### src/rtl/typed_io_op_dispatch_queue_macros.svh
// Assertion macros for the typed I/O operation dispatch queue.
`ifndef TYPED_IO_OP_DISPATCH_QUEUE_MACROS_SVH
`define TYPED_IO_OP_DISPATCH_QUEUE_MACROS_SVH
`ifndef ASSERT_OFF
// Condition that holds at every clock edge outside reset.
`define TIODQ_ASSERT_ALWAYS(lbl, clk, rst, expr) \
   lbl: assert property (@(posedge clk) disable iff (rst) (expr)) \
      else $error("check failed");
// Condition that implies another in the same cycle.
`define TIODQ_ASSERT_IMPL(lbl, clk, rst, ante, cons) \
   lbl: assert property (@(posedge clk) disable iff (rst) (ante) |-> (cons)) \
      else $error("check failed");
// Condition that implies another in the following cycle.
`define TIODQ_ASSERT_NEXT(lbl, clk, rst, ante, cons) \
   lbl: assert property (@(posedge clk) disable iff (rst) (ante) |=> (cons)) \
      else $error("check failed");
`else
`define TIODQ_ASSERT_ALWAYS(lbl, clk, rst, expr)
`define TIODQ_ASSERT_IMPL(lbl, clk, rst, ante, cons)
`define TIODQ_ASSERT_NEXT(lbl, clk, rst, ante, cons)
`endif
`endif

### src/rtl/tiodq_pkg.sv
// Shared constants, types and helpers of the typed I/O operation dispatch queue.
package tiodq_pkg;

   localparam int QUEUE_DEPTH = 16;
   localparam int TAG_BITS    = 8;
   localparam int PTR_BITS    = $clog2(QUEUE_DEPTH);
   localparam int CNT_BITS    = $clog2(QUEUE_DEPTH + 1);

   // Command codes.
   localparam logic [1:0] FUNC_PUSH     = 2'd0;
   localparam logic [1:0] FUNC_DISPATCH = 2'd1;
   localparam logic [1:0] FUNC_COMPLETE = 2'd2;

   // Operation types with special rules.
   localparam logic [1:0] TYPE_SEND       = 2'd0;
   localparam logic [1:0] TYPE_DISCONNECT = 2'd2;

   // Result status codes.
   localparam logic [2:0] STAT_OK          = 3'd0;
   localparam logic [2:0] STAT_EMPTY       = 3'd1;
   localparam logic [2:0] STAT_BUSY        = 3'd2;
   localparam logic [2:0] STAT_DISC_SEND   = 3'd3;
   localparam logic [2:0] STAT_NONE_FLIGHT = 3'd4;
   localparam logic [2:0] STAT_NOT_FLIGHT  = 3'd5;
   localparam logic [2:0] STAT_OVERFLOW    = 3'd6;

   typedef enum logic {
      S_IDLE,
      S_EVAL
   } state_type;

   // One queue entry as held in the memory.
   typedef struct packed {
      logic [1:0]          op_type;
      logic [TAG_BITS-1:0] tag;
   } entry_type;

   // One result word.
   typedef struct packed {
      logic                issued;
      logic [1:0]          issued_type;
      logic [TAG_BITS-1:0] issued_tag;
      logic [2:0]          status;
      logic                send_waiting;
   } rsp_type;

   // Queue bookkeeping, exposed to the top level for checking.
   typedef struct packed {
      logic [CNT_BITS-1:0] count;
      logic [CNT_BITS-1:0] sends;
      logic [3:0]          mask;
   } stat_type;

   // Circular pointer increment for any queue depth.
   function automatic logic [PTR_BITS-1:0] next_ptr(input logic [PTR_BITS-1:0] p);
      logic [PTR_BITS-1:0] r;
      if (p == PTR_BITS'(QUEUE_DEPTH - 1)) begin
         r = '0;
      end else begin
         r = p + PTR_BITS'(1);
      end
      return r;
   endfunction

endpackage

### src/rtl/typed_io_op_dispatch_queue.sv
// Typed I/O operation dispatch queue: top level with the result register.
//
// The req_ channel carries one command word: push an operation (type and
// tag) into a 16-entry FIFO, try to dispatch the head, or complete an
// in-flight type. Each accepted word produces exactly one result word on
// the rsp_ channel: issued flag, issued type and tag, a status code and
// whether a send still waits in the queue.
// A word is accepted in one cycle, evaluated in the next against the head
// entry read from the queue memory, and the result is registered before
// rsp_valid rises. One word is handled at a time: no new word is taken
// while the last one is being evaluated.
// The result register frees the evaluation side: a new word is taken while
// a result is being collected in the same cycle. If the receiver holds
// rsp_ready low, the result stays in place and req_ready stays low.
// Synchronous reset empties the queue, clears the in-flight mask and drops
// any pending result; the memory contents are not cleared.
module typed_io_op_dispatch_queue (
   input  logic                           clock,
   input  logic                           reset,
   input  logic                           req_valid,
   output logic                           req_ready,
   input  logic [1:0]                     req_func,
   input  logic [1:0]                     req_op_type,
   input  logic [tiodq_pkg::TAG_BITS-1:0] req_op_tag,
   output logic                           rsp_valid,
   input  logic                           rsp_ready,
   output logic                           rsp_issued,
   output logic [1:0]                     rsp_issued_type,
   output logic [tiodq_pkg::TAG_BITS-1:0] rsp_issued_tag,
   output logic [2:0]                     rsp_status,
   output logic                           rsp_send_waiting
);

`include "typed_io_op_dispatch_queue_macros.svh"

   logic                rsp_valid_ff, rsp_valid_in;
   tiodq_pkg::rsp_type  rsp_data_ff, rsp_data_in;
   tiodq_pkg::rsp_type  core_word;
   tiodq_pkg::stat_type stat;
   logic                out_free, core_load;
   logic                issue_load;

   assign out_free = !rsp_valid_ff || rsp_ready;

   tiodq_core u_core (
      .clock       (clock),
      .reset       (reset),
      .req_valid   (req_valid),
      .req_ready   (req_ready),
      .req_func    (req_func),
      .req_op_type (req_op_type),
      .req_op_tag  (req_op_tag),
      .out_free    (out_free),
      .rsp_load    (core_load),
      .rsp_word    (core_word),
      .stat        (stat)
   );

   // Result register: loaded by the core, cleared when the word is taken.
   always_comb begin
      rsp_valid_in = rsp_valid_ff;
      rsp_data_in  = rsp_data_ff;
      if (core_load) begin
         rsp_valid_in = 1'b1;
         rsp_data_in  = core_word;
      end else if (rsp_valid_ff && rsp_ready) begin
         rsp_valid_in = 1'b0;
      end
   end

   always_ff @(posedge clock) begin
      if (reset) begin
         rsp_valid_ff <= 1'b0;
      end else begin
         rsp_valid_ff <= rsp_valid_in;
      end
   end

   always_ff @(posedge clock) begin
      rsp_data_ff <= rsp_data_in;
   end

   assign rsp_valid        = rsp_valid_ff;
   assign rsp_issued       = rsp_data_ff.issued;
   assign rsp_issued_type  = rsp_data_ff.issued_type;
   assign rsp_issued_tag   = rsp_data_ff.issued_tag;
   assign rsp_status       = rsp_data_ff.status;
   assign rsp_send_waiting = rsp_data_ff.send_waiting;

   // A result that hands out an operation is being loaded.
   assign issue_load = core_load && core_word.issued;

   // Queued sends can never outnumber the queued operations.
   `TIODQ_ASSERT_ALWAYS(a_sends_in_queue, clock, reset, stat.sends <= stat.count)
   // The core only loads a result into an empty result register.
   `TIODQ_ASSERT_IMPL(a_load_free, clock, reset, core_load, !rsp_valid_ff)
   // One word at a time: no accept in the cycle after an accept.
   `TIODQ_ASSERT_NEXT(a_one_word, clock, reset, req_valid && req_ready, !req_ready)
   // An issued operation leaves its type marked as in flight.
   `TIODQ_ASSERT_NEXT(a_issue_mask, clock, reset, issue_load, stat.mask[rsp_issued_type])

endmodule

### src/rtl/tiodq_ram.sv
// Generic single-write, single-read RAM with a registered read port.
module tiodq_ram #(
   parameter int DEPTH = 16,
   parameter int WIDTH = 10
) (
   input  logic                     clock,
   input  logic                     wr_en,
   input  logic [$clog2(DEPTH)-1:0] wr_addr,
   input  logic [WIDTH-1:0]         wr_data,
   input  logic                     rd_en,
   input  logic [$clog2(DEPTH)-1:0] rd_addr,
   output logic [WIDTH-1:0]         rd_data
);

   logic [WIDTH-1:0] mem [DEPTH];
   logic [WIDTH-1:0] rd_data_ff;

   // Write port.
   always_ff @(posedge clock) begin
      if (wr_en) begin
         mem[wr_addr] <= wr_data;
      end
   end

   // Registered read port.
   always_ff @(posedge clock) begin
      if (rd_en) begin
         rd_data_ff <= mem[rd_addr];
      end
   end

   assign rd_data = rd_data_ff;

endmodule

### src/rtl/tiodq_core.sv
// Command sequencer: reads the queue memory, applies the dispatch rules and writes back.
module tiodq_core (
   input  logic                          clock,
   input  logic                          reset,
   input  logic                          req_valid,
   output logic                          req_ready,
   input  logic [1:0]                    req_func,
   input  logic [1:0]                    req_op_type,
   input  logic [tiodq_pkg::TAG_BITS-1:0] req_op_tag,
   input  logic                          out_free,
   output logic                          rsp_load,
   output tiodq_pkg::rsp_type            rsp_word,
   output tiodq_pkg::stat_type           stat
);

   localparam int PB = tiodq_pkg::PTR_BITS;
   localparam int CB = tiodq_pkg::CNT_BITS;
   localparam int EB = $bits(tiodq_pkg::entry_type);

   tiodq_pkg::state_type state_ff, state_in;
   logic [PB-1:0] head_ff, head_in, tail_ff, tail_in;
   logic [CB-1:0] count_ff, count_in, sends_ff, sends_in;
   logic [3:0]    mask_ff, mask_in;
   logic [1:0]    func_ff, func_in, type_ff, type_in;
   logic [tiodq_pkg::TAG_BITS-1:0] tag_ff, tag_in;

   logic                 rd_en, wr_en;
   logic [EB-1:0]        rd_raw;
   tiodq_pkg::entry_type head_entry, wr_entry;

   assign head_entry = tiodq_pkg::entry_type'(rd_raw);
   assign wr_entry   = '{op_type: type_ff, tag: tag_ff};

   // Queue storage: head is read on accept, tail written in the evaluate cycle.
   tiodq_ram #(
      .DEPTH (tiodq_pkg::QUEUE_DEPTH),
      .WIDTH (EB)
   ) u_ram (
      .clock   (clock),
      .wr_en   (wr_en),
      .wr_addr (tail_ff),
      .wr_data (wr_entry),
      .rd_en   (rd_en),
      .rd_addr (head_ff),
      .rd_data (rd_raw)
   );

   // Control state.
   always_ff @(posedge clock) begin
      if (reset) begin
         state_ff <= tiodq_pkg::S_IDLE;
         head_ff  <= '0;
         tail_ff  <= '0;
         count_ff <= '0;
         sends_ff <= '0;
         mask_ff  <= '0;
      end else begin
         state_ff <= state_in;
         head_ff  <= head_in;
         tail_ff  <= tail_in;
         count_ff <= count_in;
         sends_ff <= sends_in;
         mask_ff  <= mask_in;
      end
   end

   // Latched command word.
   always_ff @(posedge clock) begin
      func_ff <= func_in;
      type_ff <= type_in;
      tag_ff  <= tag_in;
   end

   // Next state and result.
   always_comb begin
      state_in  = state_ff;
      head_in   = head_ff;
      tail_in   = tail_ff;
      count_in  = count_ff;
      sends_in  = sends_ff;
      mask_in   = mask_ff;
      func_in   = func_ff;
      type_in   = type_ff;
      tag_in    = tag_ff;
      req_ready = 1'b0;
      rd_en     = 1'b0;
      wr_en     = 1'b0;
      rsp_load  = 1'b0;
      rsp_word  = '0;
      case (state_ff)
         tiodq_pkg::S_IDLE: begin
            req_ready = out_free;
            if (req_valid && out_free) begin
               rd_en    = 1'b1;
               func_in  = req_func;
               type_in  = req_op_type;
               tag_in   = req_op_tag;
               state_in = tiodq_pkg::S_EVAL;
            end
         end
         tiodq_pkg::S_EVAL: begin
            rsp_load = 1'b1;
            state_in = tiodq_pkg::S_IDLE;
            case (func_ff)
               tiodq_pkg::FUNC_PUSH: begin
                  if (count_ff == CB'(tiodq_pkg::QUEUE_DEPTH)) begin
                     rsp_word.status = tiodq_pkg::STAT_OVERFLOW;
                  end else begin
                     wr_en    = 1'b1;
                     tail_in  = tiodq_pkg::next_ptr(tail_ff);
                     count_in = count_ff + CB'(1);
                     if (type_ff == tiodq_pkg::TYPE_SEND) begin
                        sends_in = sends_ff + CB'(1);
                     end
                  end
               end
               tiodq_pkg::FUNC_DISPATCH: begin
                  if (count_ff == '0) begin
                     rsp_word.status = tiodq_pkg::STAT_EMPTY;
                  end else if (mask_ff[head_entry.op_type]) begin
                     rsp_word.status = tiodq_pkg::STAT_BUSY;
                  end else if (head_entry.op_type == tiodq_pkg::TYPE_DISCONNECT &&
                               mask_ff[tiodq_pkg::TYPE_SEND]) begin
                     rsp_word.status = tiodq_pkg::STAT_DISC_SEND;
                  end else begin
                     rsp_word.issued      = 1'b1;
                     rsp_word.issued_type = head_entry.op_type;
                     rsp_word.issued_tag  = head_entry.tag;
                     mask_in[head_entry.op_type] = 1'b1;
                     head_in  = tiodq_pkg::next_ptr(head_ff);
                     count_in = count_ff - CB'(1);
                     if (head_entry.op_type == tiodq_pkg::TYPE_SEND && sends_ff != '0) begin
                        sends_in = sends_ff - CB'(1);
                     end
                  end
               end
               tiodq_pkg::FUNC_COMPLETE: begin
                  if (mask_ff == '0) begin
                     rsp_word.status = tiodq_pkg::STAT_NONE_FLIGHT;
                  end else if (!mask_ff[type_ff]) begin
                     rsp_word.status = tiodq_pkg::STAT_NOT_FLIGHT;
                  end else begin
                     mask_in[type_ff] = 1'b0;
                  end
               end
               default: begin
                  // Unused command code: the word is ignored.
                  rsp_word.status = tiodq_pkg::STAT_OK;
               end
            endcase
            rsp_word.send_waiting = (sends_in != '0);
         end
         default: begin
            state_in = tiodq_pkg::S_IDLE;
         end
      endcase
   end

   assign stat = '{count: count_ff, sends: sends_ff, mask: mask_ff};

endmodule
### config.mk
export PLATFORM = sky130hd
export DESIGN_NAME = typed_io_op_dispatch_queue
export DESIGN_NICKNAME = d
export VERILOG_FILES = /design/src/rtl/tiodq_pkg.sv /design/src/rtl/typed_io_op_dispatch_queue.sv /design/src/rtl/tiodq_ram.sv /design/src/rtl/tiodq_core.sv
export VERILOG_INCLUDE_DIRS = /design/src /design/src/rtl
export SDC_FILE = /design/constraint.sdc
export NUM_CORES = 1
export LEC_CHECK = 0
export ABC_CLOCK_PERIOD_IN_PS = 3850
export BUFFER_PORTS_ARGS = -buffer_cell sky130_fd_sc_hd__buf_2
export CAP_MARGIN = 15
export CELL_PAD_IN_SITES_DETAIL_PLACEMENT = 0
export CELL_PAD_IN_SITES_GLOBAL_PLACEMENT = 1
export CORE_UTILIZATION = 41
export CTS_CLUSTER_DIAMETER = 40
export DETAILED_ROUTE_END_ITERATION = 8
export GPL_TIMING_DRIVEN = 0
export PLACE_DENSITY_LB_ADDON = 0.1
export SLEW_MARGIN = 20
export SYNTH_ARGS = -nofsm -noshare
export SYNTH_HDL_FRONTEND = slang
export SYNTH_HIERARCHICAL = 1
export SYNTH_SLANG_ARGS = --single-unit
### constraint.sdc
create_clock -name clock -period 3.85 [get_ports clock]
set_clock_uncertainty 0.15 [all_clocks]
set_input_delay 1.155 -clock clock [delete_from_list [all_inputs] [get_ports clock]]
set_output_delay 1.155 -clock clock [all_outputs]
set_load 0.005 [all_outputs]
==> flow_summary.yaml, run 1 <==
global_route:
  grt.overflow.total: 0
  grt_util_all_layers_pct: 17.3
  grt_pass1_vias: 4890
  grt_antenna_before_repair: 0
  grt_first_pass_wirelength_mm: 28.6
  grt_start_max_net_pins: 24
worst_hold_path:
  hold_path_depth: 2
  hold_class: "register to register"
  hold_path_end: "rsp_valid"
  worst_hold_startpoint: "rsp_valid"
power_and_ir_drop:
  p_per_area_mw_per_mm2: 559
  total_leakage_power_nw: 3.60
  worst_ir_drop_vdd_v: 0.000372
floorplanning:
  die_y_um: 151
  dieArea_mm2: 0.0227
  die_x_um: 151
  num_rows: 54
  initial_utilization_pct: 41.6
  core-area_mm2: 0.0218
  floorplan.io_pins: 33
logic_synthesis:
  synth.yosys.seq_area_share_pct: 70.6
  synthDistinctLibCells: 58
  syn_area_mm2: 0.00905
  post_synth.cell_area_avg_um2: 17.2
  yosysWarningCount: 6
  yosys_most_used_dff: "sky130_fd_sc_hd__edfxtp_1"
  synth-edff-count: 197
  async_flop_share_pct: 0
  postSynthNetCount: 551
  ys_seq_elements: 221
  syn_inst: 527
final_layout:
  layoutNonFillerInstCount: 909
  syn_to_final_growth_pct: 20.3
  insertedDiodeCount: 0
  fillCellCount: 1823
  layout-drive-gt1-share_pct: 24.5
  final_net_count: 626
detailed_routing:
  drc: 0
  detailed_routing_iterations_pass_1: 5
  wl_mm: 19.0
  ant_nets: 0
  detail_route.vias_per_cell: 5.48
  wl_per_cell_um: 20.9
  drt_iter0_drc: 309
  vias: 4981
placed_design:
  gp_congestion: 0.789
  dp_cells: 843
  sum_of_net_half_perimeters_after_detailed_placement_mm: 12.4
  post_placement_setup_slack_ns: 0.187
  io_buffers: 32
critical_path:
  worst_r2r_startpoint: "u_core/state_ff"
  crit_type: "register to register"
  worst_setup_path_start_kind: "register"
  crit_start: "u_core/state_ff"
  critical_path_required_ns: 3.81
  reg2reg_setup_slack_ns: 0.20
  worst_r2r_endpoint: "u_core/u_ram/mem[1][7]"
  setup_crit_end_kind: "register"
  cp_max_fo: 21
  worstRegToRegCells: 4
  critPathArrivalTime_ns: 3.61
sta:
  final-hold-violation-count: 0
  clock.fmax_mhz: 274
  rsz0062_at_grt: "no"
  layout_min_cycle_time_ns: 3.65
  timing.final.crit_share_pct: 94.7
  final.hold.worst_slack_ns: 0.341
  timing.slew.headroom_pct: 23.0
  final.setup.worst_slack_ns: 0.205
  worst_pin_slew_ns: 1.15
  finalSetupViolations: 0
  finalMaxSlewViolations: 0
cts:
  clock_latency_ns: 0.50
  cts_tree: "done"
  cts_made_buffers: 37
  clkSinkCount: 221
  htreeDepth: 2
  cts_root_buffer: "sky130_fd_sc_hd__clkbuf_16"
  cts-hold-fix-buffers: 0
  clockBufferDepth: 3
  cts_setup_buffers: 0
  post_cts.resized_instances: 0
  worst_setup_hold_path_clk_slew_ns: 0.05
run_status:
  outcome: "finished clean"
job:
  maxCapViolCount: 0
==> metal layers <==
| layer | track usage, % | part of all wire [%] | vias to the layer above |
|---|---|---|---|
| met5 | 0 | 0 | - |
| met2 | 29.5 | 51 | 138 |
| met3 | 4.15 | 5.5 | 33 |
| met4 | 5.60 | 1.9 | 0 |
| met1 | 21.7 | 42 | 2517 |
| li1 | - | - | 2293 |
==> per-stage QoR <==
| stage | cell area, um2 | power (mW) | util, % | TNS [ns] |
|---|---|---|---|---|
| floorplan | 9050 | 2.79 | - | 0 |
| global placement | 9560 | 2.84 | 44.0 | -6.79 |
| detailed placement | 9620 | 2.85 | 44.2 | 0 |
| CTS | 10900 | 6.16 | 50.0 | 0 |
| global route | 10900 | 6.27 | 50.1 | 0 |
| finish | 10900 | 6.09 | 50.1 | 0 |
==> how the worst max path moves through the flow <==
stage          depth (start not counted)  slack (ns)                endpoint
2_1_floorplan                          4        0.77  u_core/u_ram/mem[0][0]
3_3_place_gp                           4       -0.31  u_core/u_ram/mem[0][5]
3_5_place_dp                           4        0.19  u_core/u_ram/mem[3][5]
4_1_cts                                4        0.16  u_core/u_ram/mem[3][9]
5_1_grt                                4        0.02  u_core/u_ram/mem[3][9]
6_report                               4        0.20  u_core/u_ram/mem[1][7]
==> worst max-delay path, stage by stage, from the launching register on <==
cell and delay (ns):
sky130_fd_sc_hd__dfxtp_1 0.92, sky130_fd_sc_hd__nand2b_1 0.24, sky130_fd_sc_hd__a211oi_2 0.60, sky130_fd_sc_hd__or3b_1 0.48
sky130_fd_sc_hd__nor2_1 0.85
==> state kept, by name, summed over array words and instances, names as in the netlist, 2 cells and up <==
name                  cells
rsp_issued_tag            8
rsp_issued_type           2
rsp_status                3
u_core/count_ff           5
u_core/func_ff            2
u_core/head_ff            4
u_core/mask_ff            4
u_core/sends_ff           5
u_core/tag_ff             8
u_core/tail_ff            4
u_core/type_ff            2
u_core/u_ram/mem        160
u_core/u_ram/rd_data     10
==> cell usage after synthesis, types with 6 or more instances <==
cell type                    n  share of area [%]
sky130_fd_sc_hd__nor2_1     31                1.3
sky130_fd_sc_hd__mux4_2     29                7.2
sky130_fd_sc_hd__nand2_1    23               0.95
sky130_fd_sc_hd__nor2b_1     6               0.41
sky130_fd_sc_hd__clkbuf_1   11               0.46
sky130_fd_sc_hd__edfxtp_1  197                 65
sky130_fd_sc_hd__o21ai_0    14               0.77
sky130_fd_sc_hd__inv_1      15               0.62
sky130_fd_sc_hd__ha_1        7               0.97
sky130_fd_sc_hd__a21oi_1    18                1.0
sky130_fd_sc_hd__or3_1       6               0.41
sky130_fd_sc_hd__mux4_1     12                3.5
sky130_fd_sc_hd__and2_1     11               0.76
sky130_fd_sc_hd__a22oi_1    20                1.7
sky130_fd_sc_hd__dfxtp_1    24                5.3
sky130_fd_sc_hd__nor3_1     10               0.55
==> report_power, final <==
| group | internal, mW | switching [mW] | total (mW) |
|---|---|---|---|
| Sequential | 2.65 | 0.0454 | 2.69 |
| Combinational | 0.0424 | 0.0630 | 0.105 |
| Clock | 2.18 | 1.11 | 3.29 |
==> cells in the final DEF, fill, tap and decap left out, types with 10 or more instances in the layout <==
cell / count
sky130_fd_sc_hd__a21oi_1: 18
sky130_fd_sc_hd__mux4_1: 12
sky130_fd_sc_hd__clkbuf_16: 38
sky130_fd_sc_hd__edfxtp_1: 197
sky130_fd_sc_hd__inv_1: 15
sky130_fd_sc_hd__nand2_1: 23
sky130_fd_sc_hd__clkbuf_1: 14
sky130_fd_sc_hd__a22oi_1: 20
sky130_fd_sc_hd__and2_1: 10
sky130_fd_sc_hd__nor2_1: 27
sky130_fd_sc_hd__o21ai_0: 14
sky130_fd_sc_hd__dfxtp_1: 24
sky130_fd_sc_hd__mux4_2: 29
sky130_fd_sc_hd__buf_2: 33
==> layout make-up <==
cell class,count,area (um2),share of cell area (%)
plain buffers,25,155,1.42
multi-input cells,266,2480,22.7
clock inverters,23,274,2.52
repair buffers,36,194,1.78
well taps,280,350,3.22
clock buffers,43,990,9.09
flip-flops and latches,221,6400,58.7
inverters,15,56.3,0.517
==> logic make-up (layout without fill, tap and decap cells) <==
kind of cell             after synthesis  count (layout)  share of synthesized area, %
XOR/XNOR                               6               6                         0.580
AO/OA/AOI/OAI                         88              88                          6.94
flip-flops                           221             221                          70.6
AND/OR/NAND/NOR                      118             118                          7.06
multiplexers                          46              46                          11.2
buffers and inverters                 40             142                          2.34
adder cells (fa/ha/maj)                8               8                          1.19
Note: power is estimated with default switching activity, not from simulation.
==> run 2, diff against run 1 <==
--- a/config.mk
+++ b/config.mk
@@ -16,6 +16,7 @@
 export DETAILED_ROUTE_END_ITERATION = 8
 export GPL_TIMING_DRIVEN = 0
 export PLACE_DENSITY_LB_ADDON = 0.1
+export RECOVER_POWER = 100
 export SLEW_MARGIN = 20
 export SYNTH_ARGS = -nofsm -noshare
 export SYNTH_HDL_FRONTEND = slang
==> flow_summary.yaml, run 2 (synthesis results as in run 1) <==
global_route:
  grt_start_max_net_pins: 24
  grt_pass1_vias: 4890
  grt_first_pass_wirelength_mm: 28.6
  grt.overflow.total: 0
  grt_util_all_layers_pct: 17.3
  grt_antenna_before_repair: 0
placed_design:
  dp_cells: 843
  gp_congestion: 0.789
  sum_of_net_half_perimeters_after_detailed_placement_mm: 12.4
  postPlaceCellArea_mm2: 0.00962
  io_buffers: 32
cts:
  htreeDepth: 2
  cts_setup_buffers: 0
  clock_latency_ns: 0.50
  cts_root_buffer: "sky130_fd_sc_hd__clkbuf_16"
  cts_made_buffers: 37
  clkSinkCount: 221
  worst_setup_hold_path_clk_slew_ns: 0.05
  post_cts.resized_instances: 0
  clockBufferDepth: 3
  cts_tree: "done"
  cts-hold-fix-buffers: 0
sta:
  final-hold-violation-count: 0
  timing.slew.headroom_pct: -13.0
  finalSetupTns_ns: 0
  finalSetupViolations: 0
  layout_min_cycle_time_ns: 3.62
  worst_pin_slew_ns: 1.69
  timing.final.crit_share_pct: 94.0
  rsz0062_at_grt: "no"
  final.hold.worst_slack_ns: 0.364
  clock.fmax_mhz: 276
  finalMaxSlewViolations: 24
floorplanning:
  core-area_mm2: 0.0218
  dieArea_mm2: 0.0227
  die_x_um: 151
  floorplan.io_pins: 33
  die_y_um: 151
  initial_utilization_pct: 41.6
  num_rows: 54
final_layout:
  multi_input_area_mm2: 0.00243
  mostFrequentLayoutCell: "sky130_fd_sc_hd__edfxtp_1"
  layout-drive-gt1-share_pct: 19.7
  final_net_count: 626
  most-common-layout-cells: "197 x sky130_fd_sc_hd__edfxtp_1, 38 x sky130_fd_sc_hd__clkbuf_16, 33 x sky130_fd_sc_hd__clkbuf_1, 29 x sky130_fd_sc_hd__nor2_1, 29 x sky130_fd_sc_hd__mux4_2"
  layoutNonFillerInstCount: 909
  largest_reg_flops: 160
  syn_to_final_growth_pct: 19.3
  fillCellCount: 1850
  final_design_area_no_fill_mm2: 0.0108
  registers.top_by_ff_count: "u_core/u_ram/mem"
  area.sequential_mm2: 0.00640
  insertedDiodeCount: 0
critical_path:
  critical_path.slowest_cell: "sky130_fd_sc_hd__dfxtp_1"
  worstPathCellList: "nand2b_1 > a211oi_2 > or3b_1 > nor2_1"
  crit_type: "register to register"
  critPathArrivalTime_ns: 3.58
  critical-path-max-stage-delay_ns: 0.91
  reg2reg_setup_slack_ns: 0.23
  worstRegToRegCells: 4
  setup.worst_path.end: "u_core/u_ram/mem[1][7]"
  crit_start: "u_core/state_ff"
  worst_r2r_startpoint: "u_core/state_ff"
  worst_r2r_endpoint: "u_core/u_ram/mem[1][7]"
  setup_crit_end_kind: "register"
  cp_max_fo: 21
  critical_path_required_ns: 3.81
  worst_setup_path_start_kind: "register"
run_status:
  failed_checks: "max-capacitance violations, max-slew violations"
  outcome: "finished with violations"
detailed_routing:
  detailed_routing_iterations_pass_1: 5
  ant_nets: 0
  met3WireLength_mm: 1.07
  drc: 0
  detailroute.wirelength.met2_mm: 9.69
  detail_route.vias_per_cell: 5.50
  wl_per_cell_um: 20.9
  wl_mm: 19.0
  routed.top_layer: "met4"
  vias: 4997
  detail_route.wirelength.met1_mm: 7.90
  drt_iter0_drc: 278
power_and_ir_drop:
  share_of_total_power_in_sequential_cells_pct: 44.2
  p_per_area_mw_per_mm2: 563
  power_mw: 6.08
  int_pwr_mw: 4.87
  total_leakage_power_nw: 3.50
  combPwrFrac_pct: 1.7
  clock_power_share_pct: 54.1
  worst_ir_drop_vdd_v: 0.000372
  netSwitchingFraction_pct: 20.0
  switchingPower_mw: 1.22
job:
  maxCapViolCount: 1
worst_hold_path:
  hold_class: "register to register"
## run 2: changes by cell type in the layout (fill, tap and decap cells not counted), moves of 3 or more
cell                       change
sky130_fd_sc_hd__clkbuf_1     +19
sky130_fd_sc_hd__buf_2        -15
sky130_fd_sc_hd__and2_0        +8
sky130_fd_sc_hd__and2_1        -7
sky130_fd_sc_hd__buf_4         -3
sky130_fd_sc_hd__nor3_1        +3
sky130_fd_sc_hd__nor3_2        -3
## run 2: through the flow
| stage | util (%) | setup slack (ns) |
|---|---|---|
| 4_1_cts | 50.0 | 0.164 |
| 6_report | 49.6 | 0.231 |
| 2_1_floorplan | - | 0.768 |
| 3_3_place_gp | 44.0 | -0.307 |
| 5_1_grt | 49.6 | 0.0137 |
| 3_5_place_dp | 44.2 | 0.187 |
## run 2: routing by layer
layer | GRT usage [%] | up-vias
li1 | - | 2296
met4 | 5.60 | 0
met1 | 21.7 | 2538
met2 | 29.5 | 130
met3 | 4.15 | 33
met5 | 0 | -
## run 2: area by class of cell
class | count | area share (%)
flip-flops and latches | 221 | 59.2
multi-input cells | 266 | 22.5
clock buffers | 43 | 9.16
well taps | 280 | 3.24
clock inverters | 23 | 2.54
repair buffers | 36 | 1.48
plain buffers | 25 | 1.36
inverters | 15 | 0.521
## run 2: worst min-delay path by stage
| stage | startpoint | to | slack [ns] | cells after the start |
|---|---|---|---|---|
| floorplan | rsp_valid | rsp_valid | 0.33 | 2 |
| global placement | rsp_valid | rsp_valid | 0.33 | 2 |
| detailed placement | rsp_valid | rsp_valid | 0.34 | 2 |
| CTS | rsp_valid | rsp_valid | 0.35 | 2 |
| global route | u_core/u_ram/rd_data[6] | rsp_issued_tag[6] | 0.39 | 1 |
| finish | rsp_valid | rsp_valid | 0.36 | 2 |
## run 2: critical path: cells and delay by family, from the launching register on
family	cells	cell delay, ns
flops	1	0.91
compound gates	1	0.59
simple gates	3	1.56
## run 2: power groups by stage
stage                     Combinational, mW  Sequential, mW  Clock [mW]
after detailed placement              0.107            2.74           0
after global placement                0.105            2.74           0
after CTS                             0.107            2.69        3.37
after floorplan                      0.0677            2.72           0
final                                 0.100            2.69        3.29
after global routing                  0.113            2.69        3.46
==> run 3, diff against run 2 <==
--- a/config.mk
+++ b/config.mk
@@ -6,13 +6,13 @@
 export SDC_FILE = /design/constraint.sdc
 export NUM_CORES = 1
 export LEC_CHECK = 0
+export ABC_AREA = 1
 export ABC_CLOCK_PERIOD_IN_PS = 3850
 export BUFFER_PORTS_ARGS = -buffer_cell sky130_fd_sc_hd__buf_2
 export CAP_MARGIN = 15
 export CELL_PAD_IN_SITES_DETAIL_PLACEMENT = 0
 export CELL_PAD_IN_SITES_GLOBAL_PLACEMENT = 1
 export CORE_UTILIZATION = 41
-export CTS_CLUSTER_DIAMETER = 40
 export DETAILED_ROUTE_END_ITERATION = 8
 export GPL_TIMING_DRIVEN = 0
 export PLACE_DENSITY_LB_ADDON = 0.1
==> flow_summary.yaml, run 3 <==
run_status:
  outcome: "finished clean"
floorplanning:
  core-area_mm2: 0.0237
  die_x_um: 158
  dieArea_mm2: 0.0249
  floorplan.io_pins: 33
  num_rows: 56
  initial_utilization_pct: 42.1
  die_y_um: 158
detailed_routing:
  ant_nets: 0
  wl_per_cell_um: 17.0
  detailed_routing_iterations_pass_1: 5
  detail_route.vias_per_cell: 4.75
  drc: 0
  drt_iter0_drc: 387
  vias: 6704
  wl_mm: 23.9
sta:
  timing.slew.headroom_pct: 26.3
  timing.final.crit_share_pct: 88.3
  rsz0062_at_grt: "no"
  final.hold.worst_slack_ns: 0.314
  clock.fmax_mhz: 294
  finalSetupViolations: 0
  final-hold-violation-count: 0
  finalMaxSlewViolations: 0
  worst_pin_slew_ns: 1.10
  layout_min_cycle_time_ns: 3.40
final_layout:
  most-common-layout-cells: "280 x sky130_fd_sc_hd__nand2_1, 197 x sky130_fd_sc_hd__edfxtp_1, 176 x sky130_fd_sc_hd__inv_1, 148 x sky130_fd_sc_hd__nand3_1, 70 x sky130_fd_sc_hd__nor2_1"
  final_net_count: 1098
  largest_reg_flops: 160
  final_design_area_no_fill_mm2: 0.0112
  mostFrequentLayoutCell: "sky130_fd_sc_hd__nand2_1"
  registers.top_by_ff_count: "u_core/u_ram/mem"
  layout-drive-gt1-share_pct: 8.06
  syn_to_final_growth_pct: 12.5
  fillCellCount: 2333
  insertedDiodeCount: 0
global_route:
  grt_util_all_layers_pct: 20.1
  grt_first_pass_wirelength_mm: 36.5
  grt.overflow.total: 0
  grt_start_max_net_pins: 22
  grt_pass1_vias: 6326
  grt_antenna_before_repair: 0
logic_synthesis:
  syn_area_mm2: 0.00997
  async_flop_share_pct: 0
  netlist.top_cell.by_area: "sky130_fd_sc_hd__edfxtp_1"
  postSynthNetCount: 1038
  synth_top_cells_by_count: "277 x sky130_fd_sc_hd__nand2_1, 197 x sky130_fd_sc_hd__edfxtp_1, 174 x sky130_fd_sc_hd__inv_1"
  post_synth.cell_area_avg_um2: 9.83
  synth_area_leaders: "sky130_fd_sc_hd__edfxtp_1 59%, sky130_fd_sc_hd__nand2_1 10%, sky130_fd_sc_hd__nand3_1 7.4%"
  yosys.cell_count.top_type: "sky130_fd_sc_hd__nand2_1"
  ys_seq_elements: 221
  yosysWarningCount: 6
  netlist.area_leader.share_pct: 59.4
  syn_inst: 1014
  yosys_most_used_dff: "sky130_fd_sc_hd__edfxtp_1"
  synthDistinctLibCells: 38
  synth-edff-count: 197
  synth.yosys.seq_area_share_pct: 64.2
placed_design:
  sum_of_net_half_perimeters_after_detailed_placement_mm: 16.3
  io_buffers: 32
  postPlaceCellArea_mm2: 0.0106
  gp_congestion: 0.847
critical_path:
  crit_type: "register to primary output"
  cp_max_fo: 17
  reg2reg_setup_slack_ns: 0.89
  critical_path_required_ns: 2.54
  worst_setup_path_start_kind: "register"
  worst_r2r_startpoint: "u_core/func_ff[1]"
  worst_r2r_endpoint: "u_core/u_ram/mem[10][2]"
  worstRegToRegCells: 6
  critPathArrivalTime_ns: 2.10
  setup_crit_end_kind: "primary output"
  crit_start: "u_core/state_ff"
cts:
  cts_root_buffer: "sky130_fd_sc_hd__clkbuf_16"
  htreeDepth: 1
  cts_tree: "done"
  post_cts.resized_instances: 0
  clock_latency_ns: 0.52
  cts-hold-fix-buffers: 0
  clockBufferDepth: 3
  clkSinkCount: 221
  cts_made_buffers: 24
  cts_setup_buffers: 0
  worst_setup_hold_path_clk_slew_ns: 0.06
power_and_ir_drop:
  p_per_area_mw_per_mm2: 459
  worst_ir_drop_vdd_v: 0.000313
  total_leakage_power_nw: 4.68
job:
  maxCapViolCount: 0
worst_hold_path:
  hold_path_depth: 2
  hold_class: "register to register"
  hold_path_end: "u_core/count_ff[3]"
  worst_hold_startpoint: "u_core/count_ff[3]"
-- run 3: cell types whose count changed in the layout (fill, tap and decap cells not counted), sizes merged, moves of 16 or more --
cell	change
nand2	+260
inv	+161
nand3	+147
nor2	+42
mux4	-41
a22oi	-19
clkbuf	-16
-- run 3: worst max path at each step --
stage / to / slack (ns)
global route: req_ready / 0.35
global placement: u_core/tag_ff[0] / -0.65
detailed placement: req_ready / 0.65
finish: req_ready / 0.45
floorplan: u_core/func_ff[0] / 0.41
CTS: req_ready / 0.08
-- run 3: through the flow --
| step | power [mW] | utilization (%) | setup WS [ns] | setup TNS [ns] | std cells |
|---|---|---|---|---|---|
| CTS | 5.22 | 47.8 | 0.0812 | 0 | 1411 |
| floorplan | 2.87 | - | 0.407 | 0 | 1014 |
| finish | 5.14 | 47.3 | 0.450 | 0 | 1411 |
| global route | 5.32 | 47.3 | 0.348 | 0 | 1411 |
| detailed placement | 2.97 | 44.5 | 0.646 | 0 | 1367 |
| global placement | 2.97 | 44.4 | -0.655 | -14.32 | 1365 |
-- run 3: area by class of cell --
class	instances	area (um2)	area share [%]
flip-flops and latches	221	6400	57.1
multi-input cells	577	2610	23.3
inverters	179	677	6.04
clock buffers	28	637	5.68
well taps	319	399	3.56
plain buffers	37	216	1.93
repair buffers	34	146	1.31
clock inverters	16	129	1.15
-- run 3: cell families after synthesis --
group                      after synthesis  share of synthesized area (%)
buffers and inverters                  216                           9.09
adders and majority gates                8                           1.08
DFF                                    221                           64.2
xor gates and xnor gates                 7                          0.615
and+or+nand+nor                        520                           22.7
AOI/OAI and AO/OA                       42                           2.32
-- run 3: critical path, cell delays in order, from the launching register on --
cell and delay [ns]:
sky130_fd_sc_hd__dfxtp_2 0.56, sky130_fd_sc_hd__buf_4 0.26, sky130_fd_sc_hd__clkbuf_1 0.51, sky130_fd_sc_hd__nor2_1 0.11
sky130_fd_sc_hd__clkbuf_1 0.13
-- run 3: where the power goes --
part / switching (mW) / internal (mW) / total, mW / leakage [nW]
Combinational: 0.135 / 0.0609 / 0.196 / 2.32
Sequential: 0.0596 / 2.65 / 2.71 / 1.98
Clock: 0.921 / 1.31 / 2.23 / 0.375
-- run 3: layer usage --
metal,vias up,global-route usage (%),wire (um)
met5,-,0,0
met4,0,4.48,333
met2,124,33.0,11000
li1,3410,-,-
met3,25,2.68,1000
met1,3145,28.3,11500
